**config.mk**
```make
export PLATFORM = sky130hd
export DESIGN_NAME = gak_ctrl
export DESIGN_NICKNAME = d
export VERILOG_FILES = /design/src/rtl/gak_pkg.sv /design/src/rtl/gak_ctrl.sv
export SDC_FILE = /design/constraint.sdc
export NUM_CORES = 1
export LEC_CHECK = 0
export CORE_UTILIZATION = 40
export DETAILED_ROUTE_END_ITERATION = 16
export DONT_BUFFER_PORTS = 1
export GPL_TIMING_DRIVEN = 0
export HOLD_SLACK_MARGIN = 0.03
export RECOVER_POWER = 100
export SLEW_MARGIN = 20
export SYNTH_ARGS = -nofsm -noshare
export SYNTH_HDL_FRONTEND = slang
export SYNTH_SLANG_ARGS = --single-unit
```
**constraint.sdc**
```tcl
create_clock -name clk_i -period 2.1 [get_ports clk_i]
set_clock_uncertainty 0.1 [all_clocks]
set_input_delay 0.315 -clock clk_i [delete_from_list [all_inputs] [get_ports clk_i]]
set_output_delay 0.315 -clock clk_i [all_outputs]
set_load 0.01 [all_outputs]
```
**src/rtl/gak_pkg.sv**
```systemverilog
// ----------------------------------------------------------------------------
// gak_pkg
// Shared types, constants and fixed-point helpers of the gyro/angle Kalman
// filter.
// ----------------------------------------------------------------------------
package gak_pkg;

  localparam int ANGLE_FRAC_BITS = 16;
  localparam int COV_FRAC_BITS   = 32;
  localparam int DT_FRAC         = 16;
  localparam int GAIN_FRAC       = 30;

  localparam int WIDE     = 58;
  localparam int PROD_W   = 56;
  localparam int MUL_A_W  = 50;
  localparam int MUL_B_W  = 33;
  localparam int COV_W    = 48;
  localparam int VAL_W    = 32;
  localparam int NOISE_UP = (COV_FRAC_BITS >= 32) ? COV_FRAC_BITS - 32 : 0;
  localparam int NOISE_DN = (COV_FRAC_BITS < 32) ? 32 - COV_FRAC_BITS : 0;

  localparam logic [31:0] RST_NOISE_ANGLE = 32'd85899;
  localparam logic [31:0] RST_NOISE_BIAS  = 32'd429496730;
  localparam logic [31:0] RST_NOISE_MEAS  = 32'd1288490189;

  localparam logic [1:0] REG_NOISE_ANGLE = 2'd0;
  localparam logic [1:0] REG_NOISE_BIAS  = 2'd1;
  localparam logic [1:0] REG_NOISE_MEAS  = 2'd2;

  localparam logic CMD_PREDICT = 1'b0;
  localparam logic CMD_UPDATE  = 1'b1;

  typedef logic signed [WIDE-1:0]   wide_t;
  typedef logic signed [PROD_W-1:0] prod_t;

  typedef enum logic [4:0] {
    OP_NONE,
    OP_DT2,
    OP_RATE,
    OP_CROSS,
    OP_C11DT2,
    OP_C11DT,
    OP_PCOMMIT,
    OP_INIT,
    OP_DIV0,
    OP_DIV1,
    OP_K0Y,
    OP_K1Y,
    OP_K0C00,
    OP_K0C01,
    OP_K1C00,
    OP_K1C01,
    OP_UCOMMIT,
    OP_OUT
  } op_e;

  typedef struct packed {
    op_e  op;
    logic start;
  } cmd_t;

  typedef struct packed {
    logic done;
    logic s_bad;
    logic out_free;
  } sts_t;

  localparam wide_t MAX32 = wide_t'(64'sd2147483647);
  localparam wide_t MIN32 = -MAX32 - wide_t'(1);
  localparam wide_t MAX48 = wide_t'(64'sd140737488355327);
  localparam wide_t MIN48 = -MAX48 - wide_t'(1);

  function automatic logic signed [VAL_W-1:0] sat32(wide_t x);
    if (x > MAX32) begin
      return MAX32[VAL_W-1:0];
    end else if (x < MIN32) begin
      return MIN32[VAL_W-1:0];
    end
    return x[VAL_W-1:0];
  endfunction

  function automatic logic signed [COV_W-1:0] sat48(wide_t x);
    if (x > MAX48) begin
      return MAX48[COV_W-1:0];
    end else if (x < MIN48) begin
      return MIN48[COV_W-1:0];
    end
    return x[COV_W-1:0];
  endfunction

  function automatic wide_t noise_to_cov(logic [31:0] v);
    logic [WIDE-1:0] ext;
    logic [WIDE-1:0] half;
    ext  = {{(WIDE-32){1'b0}}, v};
    half = (WIDE'(1) << NOISE_DN) >> 1;
    return $signed(((ext + half) >> NOISE_DN) << NOISE_UP);
  endfunction

endpackage

```
**src/rtl/gak_ctrl.sv**
```systemverilog
// ----------------------------------------------------------------------------
// gak_ctrl
// Sequencer for predict and update items: issues one datapath operation at a
// time and waits for its completion.
// ----------------------------------------------------------------------------
module gak_ctrl (
  input  logic          clk_i,
  input  logic          rst_ni,
  input  logic          in_valid_i,
  input  logic          in_cmd_i,
  output logic          in_ready_o,
  output gak_pkg::cmd_t cmd_o,
  input  gak_pkg::sts_t sts_i
);

  typedef enum logic [4:0] {
    ST_IDLE,
    ST_P_DT2,
    ST_P_RATE,
    ST_P_CROSS,
    ST_P_C11DT2,
    ST_P_C11DT,
    ST_P_COMMIT,
    ST_U_INIT,
    ST_U_DIV0,
    ST_U_DIV1,
    ST_U_K0Y,
    ST_U_K1Y,
    ST_U_K0C00,
    ST_U_K0C01,
    ST_U_K1C00,
    ST_U_K1C01,
    ST_U_COMMIT,
    ST_DONE
  } state_e;

  state_e        state_q;
  logic          issued_q;
  gak_pkg::cmd_t cmd_q;
  gak_pkg::op_e  op_d;
  state_e        next_d;

  always_comb begin
    op_d   = gak_pkg::OP_NONE;
    next_d = ST_DONE;
    case (state_q)
      ST_P_DT2:    begin op_d = gak_pkg::OP_DT2;     next_d = ST_P_RATE;   end
      ST_P_RATE:   begin op_d = gak_pkg::OP_RATE;    next_d = ST_P_CROSS;  end
      ST_P_CROSS:  begin op_d = gak_pkg::OP_CROSS;   next_d = ST_P_C11DT2; end
      ST_P_C11DT2: begin op_d = gak_pkg::OP_C11DT2;  next_d = ST_P_C11DT;  end
      ST_P_C11DT:  begin op_d = gak_pkg::OP_C11DT;   next_d = ST_P_COMMIT; end
      ST_P_COMMIT: begin op_d = gak_pkg::OP_PCOMMIT; next_d = ST_DONE;     end
      ST_U_INIT:   begin op_d = gak_pkg::OP_INIT;    next_d = ST_U_DIV0;   end
      ST_U_DIV0:   begin op_d = gak_pkg::OP_DIV0;    next_d = ST_U_DIV1;   end
      ST_U_DIV1:   begin op_d = gak_pkg::OP_DIV1;    next_d = ST_U_K0Y;    end
      ST_U_K0Y:    begin op_d = gak_pkg::OP_K0Y;     next_d = ST_U_K1Y;    end
      ST_U_K1Y:    begin op_d = gak_pkg::OP_K1Y;     next_d = ST_U_K0C00;  end
      ST_U_K0C00:  begin op_d = gak_pkg::OP_K0C00;   next_d = ST_U_K0C01;  end
      ST_U_K0C01:  begin op_d = gak_pkg::OP_K0C01;   next_d = ST_U_K1C00;  end
      ST_U_K1C00:  begin op_d = gak_pkg::OP_K1C00;   next_d = ST_U_K1C01;  end
      ST_U_K1C01:  begin op_d = gak_pkg::OP_K1C01;   next_d = ST_U_COMMIT; end
      ST_U_COMMIT: begin op_d = gak_pkg::OP_UCOMMIT; next_d = ST_DONE;     end
      default: ;
    endcase
  end

  always_ff @(posedge clk_i or negedge rst_ni) begin
    if (!rst_ni) begin
      state_q  <= ST_IDLE;
      issued_q <= 1'b0;
      cmd_q    <= '{op: gak_pkg::OP_NONE, start: 1'b0};
    end else begin
      cmd_q.start <= 1'b0;
      case (state_q)
        ST_IDLE: begin
          if (in_valid_i) begin
            state_q <= (in_cmd_i == gak_pkg::CMD_UPDATE) ? ST_U_INIT : ST_P_DT2;
          end
        end
        ST_DONE: begin
          if (sts_i.out_free) begin
            cmd_q.op    <= gak_pkg::OP_OUT;
            cmd_q.start <= 1'b1;
            state_q     <= ST_IDLE;
          end
        end
        default: begin
          if (!issued_q) begin
            issued_q    <= 1'b1;
            cmd_q.op    <= op_d;
            cmd_q.start <= 1'b1;
          end else if (sts_i.done) begin
            issued_q <= 1'b0;
            // skip the correction when the innovation variance is not positive
            state_q  <= (state_q == ST_U_INIT && sts_i.s_bad) ? ST_DONE : next_d;
          end
        end
      endcase
    end
  end

  assign in_ready_o = (state_q == ST_IDLE);
  assign cmd_o      = cmd_q;

endmodule

```
* Yosys cells after proc, flatten, opt, wreduce, memory -nomap -nowiden
Cells that the tools add are included.
Cells by class: add/subtract/negate cells 0, div/mod/pow operators 0, bitwise operators 1, order comparisons 0, equal/unequal tests 20, multipliers 0, reduce and logical (&&, ||, !) cells 7, shifts and indexed selects 0, mux-type cells 14
Operators with widths (count):
- one-hot mux 5 bit (16 select lines) | 1
- one-hot mux 5 bit (14 select lines) | 1
- == test 5 x 4 -> 1 bit, second input constant | 8
- two-way mux 5 bit | 5
- == test 5 x 3 -> 1 bit, second input constant | 4
- two-way mux 6 bit | 2
- one-hot mux 6 bit (2 select lines) | 1
- == test 5 x 2 -> 1 bit, second input constant | 2
- == test 5 bit, second input constant | 2
- one-hot mux 5 bit (2 select lines) | 1
- nonzero test 3 bit | 2
- == test 5 x 1 -> 1 bit, second input constant | 1
- zero test 5 bit | 1
- inequality test 2 bit, second input constant | 2
- AND reduction 4 bit | 1
- two-way mux 3 bit | 1
- AND reduction 3 bit | 1
- two-way mux 1 bit | 2
- inequality test 2 x 1 -> 1 bit, second input constant | 1
- OR reduction 2 bit | 1
- logical AND 1 bit | 1
- inverter 1 bit | 1
Word-level totals: ROM bits 0, RAM bits 0, input bits 7, bits in latches 0, memories kept 0, logic and storage cells 46, flip-flop bits (word level) 12

* Longest topological paths before layout
Gate-level depths: netlist (run 1).
depth after elaboration 6, mapped depth 6

* Least setup slack after synthesis (run 1)
Ideal clock, no wire load.
kind reg2reg, start register state_q[1], end register state_q[2], clock period less this slack 1.694 ns, arrival time 1.466 ns, setup slack 0.406 ns, data required time 1.872 ns, path buffers 1, setup time 0.128 ns, cell stages (with the launch flop) 6, cell sequence dfrtp_1 buf_6 nor3_4 a21boi_2 nor3_2 mux2_1
On the way: longest elaborated chain between the ends 6
RTL lines:
- from (decl) | line gak_ctrl.sv:37 | state_e state_q;
- from (signal assigned) | line gak_ctrl.sv:77 | state_q <= (in_cmd_i == gak_pkg::CMD_UPDATE) ? ST_U_INIT : ST_P_DT2;
- from (signal assigned) | line gak_ctrl.sv:95 | state_q <= (state_q == ST_U_INIT && sts_i.s_bad) ? ST_DONE : next_d;
- == test 5 x 4 -> 1 bit (tied with other cells) | line gak_ctrl.sv:46 | case (state_q)
- one-hot mux 5 bit (14 select lines) or logical AND 1 bit (tied branches) | line gak_ctrl.sv:46, gak_ctrl.sv:95
- two-way mux 5 bit | line gak_ctrl.sv:95
- two-way mux 5 bit | line gak_ctrl.sv:92 | end else if (sts_i.done) begin
- two-way mux 5 bit | line gak_ctrl.sv:88 | if (!issued_q) begin
- one-hot mux 5 bit (2 select lines) | line gak_ctrl.sv:74 | case (state_q)
Parallel ways exist; a longest one is shown, timed or not. The select of a mux whose other input is x is not followed. A chain may end at the register's enable or synchronous reset.

* Worst setup path after layout (run 1)
start register state_q[0], end output port in_ready_o
On the way: longest elaborated chain between the ends 1
RTL lines:
- zero test 5 bit | line gak_ctrl.sv:102 | assign in_ready_o = (state_q == ST_IDLE);
- to (decl) | line gak_ctrl.sv:11 | output logic in_ready_o,
No other way between the ends.

==> flow_summary.yaml, run 1 <==
outcome:
  status: "completed"
drt:
  route.detailed.vias_per_inst: 6.05
  antenna_violating_nets_post_route: 0
  initialDrtViolationCount: 19
  drt_first_pass_iters: 4
  routed_wirelength_um: 1710
  routed-via-count: 659
  wire_per_inst_um: 15.7
  drcViolationCount: 0
sta:
  setup-tns-final_ns: 0
  postLayoutSetupSlackWorst_ns: 0.160
  min_clock_period_post_route_ns: 1.94
  final_hold_viol_count: 0
  slew_headroom: 0.634
  fmax_ghz: 0.515
  rsz0062_at_grt: "false"
  final-setup-viol-count: 0
  drv_slew: 0
  tightest_slew_ns: 0.547
  fin_crit_sh: 0.924
yosys:
  ys_ff_latch: 12
  ys_types: 37
  syn_area_um2: 769
  syn_avg_cell_area_um2: 9.87
  syn_inst: 78
  synth_fp_nets: 85
  synth_seq_area_share: 0.390
  yosys_warnings: 0
setup_path:
  crit_path_cell_trace: "buf_2 > clkbuf_1 > nor3_1"
  worstSetupPathType: "reg -> out"
  critical_path.max_fanout: 10
  rr_worst_depth: 5
  cp_slowest_cell: "nor3_1"
  r2r_setup_slack_ns: 0.17
  start_kind: "flop"
  regToRegStartpoint: "state_q[1]"
  cpPeakStageDelay_ns: 0.40
  worstSetupEndpointType: "primary output"
  timing.rr.end: "state_q[2]"
  required_ns: 1.68
  worstPathArrival_ns: 1.53
layout:
  final_cell_mix: "dfrtp_1 (12), o21ai_0 (5), nor2_1 (5), a21oi_1 (5)"
  layout.cells.most_common: "dfrtp_1"
  fillers: 177
  areaGrowthSynthToFinish_pct: 10.7
  num_antenna_cells: 0
  finish.net_count: 92
  finalInstanceArea_um2: 852
  drive_above_1_share: 0.155
global_routing:
  global_route_usage_over_all_layers: 0.180
  antenna_found_initial: 0
  gr-total-overflow: 0
  vias_in_the_first_global_route: 624
  pin_count_of_the_biggest_net_entering_global_routing: 13
  global_route_wire_length_before_repair_um: 2680
power_and_ir_drop:
  switching_power_mw: 0.584
  sequentialPowerShare: 0.335
  leakage_nw: 0.349
  powerDensity_nw_per_um2: 1550
  clock_power_share: 0.139
  internal-power_mw: 0.736
  combinational_cell_fraction_of_total_power: 0.526
  peakVddDrop_uv: 874
  netSwitchingFraction: 0.443
clock_tree:
  clock_insertion_delay_worst_skew_ns: 0.27
  clk_transition_reported_paths_ns: 0.08
  root_buffer: "clkbuf_4"
  cts-htree-levels: 1
  post_cts_resized: 0
  cts_bufs_inserted: 3
  cts_tree: "yes"
  count_of_clock_tree_sinks: 12
  cts.repair_timing.setup_buffer_count: 0
  clock_path_buffers: 2
  cts_hold_repair.buffers: 1
floorplanning:
  die_width_um: 45.9
  core_area_um2: 1760
  die_area_um2: 2100
  total_i_o_pin_count: 14
  start_util: 0.436
  die_y_um: 45.9
  placementRows: 15
hold_path:
  hold_class: "in -> reg"
  worst_hold_path.num_cells: 3
  hold_path.startpoint: "sts_i[1]"
  timing.hold.worst_endpoint: "state_q[3]"
place:
  hpwl_um: 1170
  finalWeightedCongestion: 0.830
  placed_area_um2: 801
  io_buffer_count: 0
  placement.setup.worst_slack_ns: 0.233
flow_run:
  drv.max_cap_violation_count: 0
worst max-delay path, delay by kind of cell, from the launching register on:
kind                   cells  cell delay (ns)
flip-flops                 1             0.39
buffers and inverters      2             0.45
AND/OR/NAND/NOR            1             0.40
cells in the mapped netlist (all sizes together):
cell	n	area share
dfrtp	12	0.39
a21oi	5	0.033
nor2	5	0.024
o21ai	5	0.033
a22o	4	0.046
buf	4	0.034
a22oi	3	0.029
clkbuf	3	0.015
inv	3	0.015
mux2	3	0.044
nand3	3	0.020
nor3	3	0.041
a31oi	2	0.016
nand2	2	0.0098
nor3b	2	0.020
o22a	2	0.023
a21boi	1	0.015
a31o	1	0.011
a41oi	1	0.011
and2	1	0.0081
and3b	1	0.011
mux2i	1	0.013
nand3b	1	0.0098
nor2b	1	0.0081
nor4b	1	0.031
o2111ai	1	0.011
o211ai	1	0.0098
o21bai	1	0.0098
o22ai	1	0.0081
o311a	1	0.013
or3	1	0.015
or4b	1	0.013
xnor2	1	0.011
power groups by stage:
stage / Sequential, mW / Clock (mW) / Combinational (mW)
4_1_cts: 0.443 / 0.190 / 0.700
6_report: 0.442 / 0.184 / 0.694
5_1_grt: 0.458 / 0.201 / 0.758
3_3_place_gp: 0.440 / 0 / 0.684
3_5_place_dp: 0.447 / 0 / 0.688
2_1_floorplan: 0.426 / 0 / 0.572
metrics by stage:
stage / power, mW / util / std cells / hold WS [ns]
after detailed placement: 1.13 / 0.454 / 103 / -0.0803
after global placement: 1.12 / 0.454 / 103 / -0.0803
after CTS: 1.33 / 0.480 / 108 / 0.0352
final: 1.32 / 0.483 / 109 / 0.174
after global routing: 1.42 / 0.483 / 109 / 0.169
after floorplan: 0.998 / - / 78 / -0.0806
layer usage:
layer	global-route usage	wire (um)
met3	0.0595	97
met2	0.290	796
met4	0.0294	7
met5	0	0
met1	0.235	806
area by class of cell:
type	instances	area (um^2)	area share
repair buffers	2	20.0	0.0235
plain buffers	7	36.3	0.0426
multi-input cells	56	417	0.489
well taps	25	31.3	0.0367
inverters	3	11.3	0.0132
flip-flops and latches	12	300	0.352
clock buffers	4	36.3	0.0426
state kept, by name (all words and copies together) (netlist names):
signal and flops:
cmd_o 6, issued_q 1, state_q 5
worst max path at each step:
| stage | from | to | slack [ns] |
|---|---|---|---|
| after floorplan | state_q[1] | state_q[2] | 0.41 |
| after global placement | state_q[1] | state_q[1] | 0.23 |
| after detailed placement | state_q[1] | state_q[2] | 0.23 |
| after CTS | state_q[0] | in_ready_o | 0.15 |
| after global routing | state_q[1] | state_q[2] | 0.08 |
| final | state_q[0] | in_ready_o | 0.16 |
logic make-up after synthesis:
family / count (synthesis) / synth area share
AOI/OAI and AO/OA: 29 / 0.268
and+or+nand+nor: 22 / 0.210
DFF: 12 / 0.390
buffers and inverters: 10 / 0.0634
muxes: 4 / 0.0569
xor gates and xnor gates: 1 / 0.0114
(Power assumes the default switching activity.)
==> inputs of run 2 (changes only) <==
- ABC_AREA: unset -> 1
- PLACE_DENSITY: unset -> 0.66
==> flow_summary.yaml, run 2 <==
hold_path:
  hold_class: "in -> reg"
yosys:
  syn_area_um2: 752
  syn_avg_cell_area_um2: 7.45
  netlist_top_cells_count: "nand2_1 (31), dfrtp_1 (12), nor2_1 (12), inv_1 (10), nand3_1 (9)"
  ys_types: 21
  synth_most_common_cell: "nand2_1"
  syn_inst: 101
  postSynth.topFlopCell: "dfrtp_1"
  synth_edf_count: 0
  synth_seq_area_share: 0.399
  yosys_warnings: 0
  netlist.top_cell.by_area: "dfrtp_1"
  synth_top_area_share: 0.399
  synth.area.top_cells: "dfrtp_1 (40%), nand2_1 (15%), nand3_1 (6.0%), nor2_1 (6.0%), inv_1 (5.0%)"
  ys_ff_latch: 12
  synth_fp_nets: 108
  synth-async-reset-ratio: 1.00
drt:
  routed-via-count: 670
  drcViolationCount: 0
  routed_wirelength_um: 1530
  drt_first_pass_iters: 4
  antenna_violating_nets_post_route: 0
  wire_per_inst_um: 11.6
  initialDrtViolationCount: 7
  route.detailed.vias_per_inst: 5.11
global_routing:
  gr-total-overflow: 0
  pin_count_of_the_biggest_net_entering_global_routing: 13
  global_route_wire_length_before_repair_um: 2600
  antenna_found_initial: 0
  vias_in_the_first_global_route: 593
  global_route_usage_over_all_layers: 0.186
setup_path:
  critical_path_buf_inv_count: 1
  worstPathArrival_ns: 1.41
  critical_path.max_fanout: 6
  worstSetupEndpointType: "primary output"
  start_kind: "flop"
  path_delay_family: "simple AND/OR/NAND/NOR gates"
  worstSetupPathType: "reg -> out"
  cp_slowest_cell: "dfrtp_1"
  cpPeakStageDelay_ns: 0.45
  required_ns: 1.68
  crit_path_cell_trace: "nor2_1 > nand3_4 > inv_1"
outcome:
  status: "completed"
layout:
  num_antenna_cells: 0
  finalInstanceArea_um2: 820
  areaGrowthSynthToFinish_pct: 8.99
  fillers: 185
  final_cell_mix: "nand2_1 (32), nor2_1 (13), inv_1 (12), dfrtp_1 (12), nand3_1 (10)"
  layout.cells.most_common: "nand2_1"
  largest_register_ffs: 6
  ff_latch_area_um2: 300
  multi_input_area_um2: 388
  finish.net_count: 114
  drive_above_1_share: 0.123
floorplanning:
  start_util: 0.431
  die_width_um: 45.4
  total_i_o_pin_count: 14
  core_area_um2: 1750
  placementRows: 15
  die_area_um2: 2060
  die_y_um: 45.4
sta:
  drv_slew: 0
  fmax_ghz: 0.549
  rsz0062_at_grt: "false"
  slew_headroom: 0.629
  hold_slack_ns: 0.193
  setup-tns-final_ns: 0
  final-setup-viol-count: 0
  fin_crit_sh: 0.867
  final_hold_viol_count: 0
  postLayoutSetupSlackWorst_ns: 0.280
  tightest_slew_ns: 0.554
  min_clock_period_post_route_ns: 1.82
clock_tree:
  root_buffer: "clkbuf_4"
  cts-htree-levels: 1
  clock_insertion_delay_worst_skew_ns: 0.27
  cts.repair_timing.setup_buffer_count: 0
  cts_tree: "yes"
  count_of_clock_tree_sinks: 12
  clock_path_buffers: 2
  clk_transition_reported_paths_ns: 0.08
  cts_bufs_inserted: 3
power_and_ir_drop:
  leakage_nw: 0.420
  peakVddDrop_uv: 777
  fin_total_pwr_mw: 1.40
  powerDensity_nw_per_um2: 1700
place:
  io_buffer_count: 0
  finalWeightedCongestion: 0.830
  placement.setup.worst_slack_ns: 0.531
  placed_area_um2: 783
  hpwl_um: 1150
flow_run:
  drv.max_cap_violation_count: 0
-- run 2: where the power goes --
group | switching (mW) | leakage [nW] | internal, mW | total (mW)
sequential | 0.128 | 0.151 | 0.341 | 0.468
combinational | 0.493 | 0.248 | 0.250 | 0.743
clock | 0.0798 | 0.0210 | 0.105 | 0.185
total | 0.701 | 0.420 | 0.696 | 1.40
-- run 2: path summary, 6_finish.rpt --
check                      startpoint    endpoint  slack, ns  cells after the start
setup / recovery           state_q[1]  in_ready_o       0.28                      3
hold / removal               sts_i[2]    issued_q       0.19                      2
setup reg to reg           state_q[1]    cmd_o[3]       0.40                      7
hold reg to reg              cmd_o[2]    cmd_o[2]       0.45                      2
max in group asynchronous      rst_ni  state_q[1]       1.17                      1
min in group asynchronous      rst_ni  state_q[4]       0.36                      1
-- run 2: kinds of logic after synthesis --
logic type             after synthesis  synth area share
buffers and inverters               14            0.0715
flip-flops                          12             0.399
AO/OA/AOI/OAI                        8            0.0665
AND/OR/NAND/NOR                     67             0.463
-- run 2: cell type report --
cell class	count	share of cell area
clock buffer	4	0.0443
tap	25	0.0382
sequential	12	0.366
timing repair buffer	1	0.0122
multi-input combinational	75	0.473
inverter	13	0.0595
buffer	1	0.00611
-- run 2: per-layer routing --
layer	part of all wire	vias to the layer above	track usage
met3	0.046	2	0.0680
met1	0.52	315	0.252
met5	0	-	0
li1	-	339	-
met4	0.0092	0	0.0727
met2	0.42	14	0.267
-- run 2: timing repair --
action | CTS | global route
resized for setup | 0 | 0
hold endpoints to repair | 12 | 0
hold buffers | 1 | 0
-- run 2: per-stage QoR --
step,cells,utilization
final,131,0.470
after global routing,131,0.470
after CTS,131,0.475
after detailed placement,126,0.449
after global placement,126,0.449
after floorplan,101,-
==> inputs of run 3 (changes only) <==
- clock period: 2.1 -> 2.18 ns (I/O delays scaled with it)
==> flow_summary.yaml, run 3 (synthesized netlist as in run 2, its figures left out) <==
sta:
  final-setup-viol-count: 0
  tightest_slew_ns: 0.557
  slew_headroom: 0.628
  min_clock_period_post_route_ns: 1.84
  fmax_ghz: 0.544
  rsz0062_at_grt: "false"
  fin_crit_sh: 0.843
  postLayoutSetupSlackWorst_ns: 0.343
  setup-tns-final_ns: 0
  drv_slew: 0
  final_hold_viol_count: 0
drt:
  routed-via-count: 667
  route.detailed.vias_per_inst: 5.09
  drt_first_pass_iters: 4
  wire_per_inst_um: 11.6
  drcViolationCount: 0
  routed_wirelength_um: 1530
  antenna_violating_nets_post_route: 0
  initialDrtViolationCount: 7
power_and_ir_drop:
  leakage_nw: 0.415
  powerDensity_nw_per_um2: 1640
  peakVddDrop_uv: 740
setup_path:
  worstSetupEndpointType: "primary output"
  worstPathArrival_ns: 1.41
  rr_worst_depth: 6
  regToRegStartpoint: "state_q[1]"
  worstSetupPathType: "reg -> out"
  critical_path.max_fanout: 6
  start_kind: "flop"
  required_ns: 1.75
  timing.rr.end: "state_q[3]"
  r2r_setup_slack_ns: 0.35
hold_path:
  worst_hold_path.num_cells: 2
  hold_path.startpoint: "sts_i[2]"
  timing.hold.worst_endpoint: "issued_q"
  hold_class: "in -> reg"
clock_tree:
  post_cts_resized: 0
  clk_transition_reported_paths_ns: 0.08
  cts_tree: "yes"
  cts_bufs_inserted: 3
  cts-htree-levels: 1
  root_buffer: "clkbuf_4"
  count_of_clock_tree_sinks: 12
  clock_insertion_delay_worst_skew_ns: 0.27
  clock_path_buffers: 2
layout:
  layout.cells.most_common: "nand2_1"
  num_antenna_cells: 0
  final_cell_mix: "nand2_1 (32), nor2_1 (13), dfrtp_1 (12)"
  finalInstanceArea_um2: 807
  drive_above_1_share: 0.123
  areaGrowthSynthToFinish_pct: 7.32
  finish.net_count: 114
  largest_register_ffs: 6
  layoutNonFillerInstCount: 131
floorplanning:
  placementRows: 15
  die_width_um: 45.4
  start_util: 0.431
  die_y_um: 45.4
  die_area_um2: 2060
  total_i_o_pin_count: 14
  core_area_um2: 1750
global_routing:
  pin_count_of_the_biggest_net_entering_global_routing: 13
  grt_use_met1: 0.252
  antenna_found_initial: 0
  grt_use_met3: 0.0680
  gr-total-overflow: 0
  global_route_usage_over_all_layers: 0.186
  vias_in_the_first_global_route: 593
  global_route_wire_length_before_repair_um: 2600
  met2_usage: 0.267
  grt_busiest_layer: "met2"
place:
  placed_area_um2: 783
  placement.setup.worst_slack_ns: 0.611
  finalWeightedCongestion: 0.830
  io_buffer_count: 0
  hpwl_um: 1150
  numPlacedInstances: 126
flow_run:
  drv.max_cap_violation_count: 0
outcome:
  status: "completed"
run 3: per-stage QoR:
step	power [mW]	hold slack [ns]	util
5_1_grt	1.47	0.186	0.462
3_3_place_gp	1.18	-0.0683	0.449
6_report	1.32	0.177	0.462
2_1_floorplan	1.06	-0.0686	-
3_5_place_dp	1.20	-0.0683	0.449
4_1_cts	1.39	0.205	0.475
run 3: how the worst max path moves through the flow:
stage,cells past startpoint,slack (ns),to,start
floorplan,8,0.77,state_q[2],state_q[3]
global placement,8,0.63,state_q[1],state_q[3]
CTS,3,0.44,in_ready_o,state_q[1]
detailed placement,8,0.61,state_q[1],state_q[3]
global route,6,0.18,state_q[0],state_q[1]
finish,3,0.34,in_ready_o,state_q[1]
run 3: timing repair:
action | 4_1_cts | 5_1_grt
endpoints found under the hold margin | 12 | 0
hold buffers | 1 | 0
setup buffers | 0 | 0
run 3: worst max-delay path, stage by stage, from the launching register on:
cell	delay [ns]
dfrtp_1	0.45
nor2_1	0.36
nand3_4	0.17
inv_1	0.15
run 3: report_power, final:
part | switching (mW) | internal (mW) | total, mW
registers | 0.123 | 0.328 | 0.451
clock network | 0.0765 | 0.102 | 0.178
logic | 0.462 | 0.231 | 0.693
total | 0.661 | 0.661 | 1.32
run 3: routing by layer:
layer,up-vias,routed length (um)
met5,-,0
met2,22,642
met4,0,14
met1,304,759
li1,339,-
met3,2,110
run 3: cell type report:
type | instances | area, um^2
sequential | 12 | 300
buffer | 1 | 5.00
multi-input combinational | 75 | 375
fill | 187 | 938
timing repair buffer | 1 | 10.0
inverter | 13 | 48.8
tap | 25 | 31.3
clock buffer | 4 | 36.3
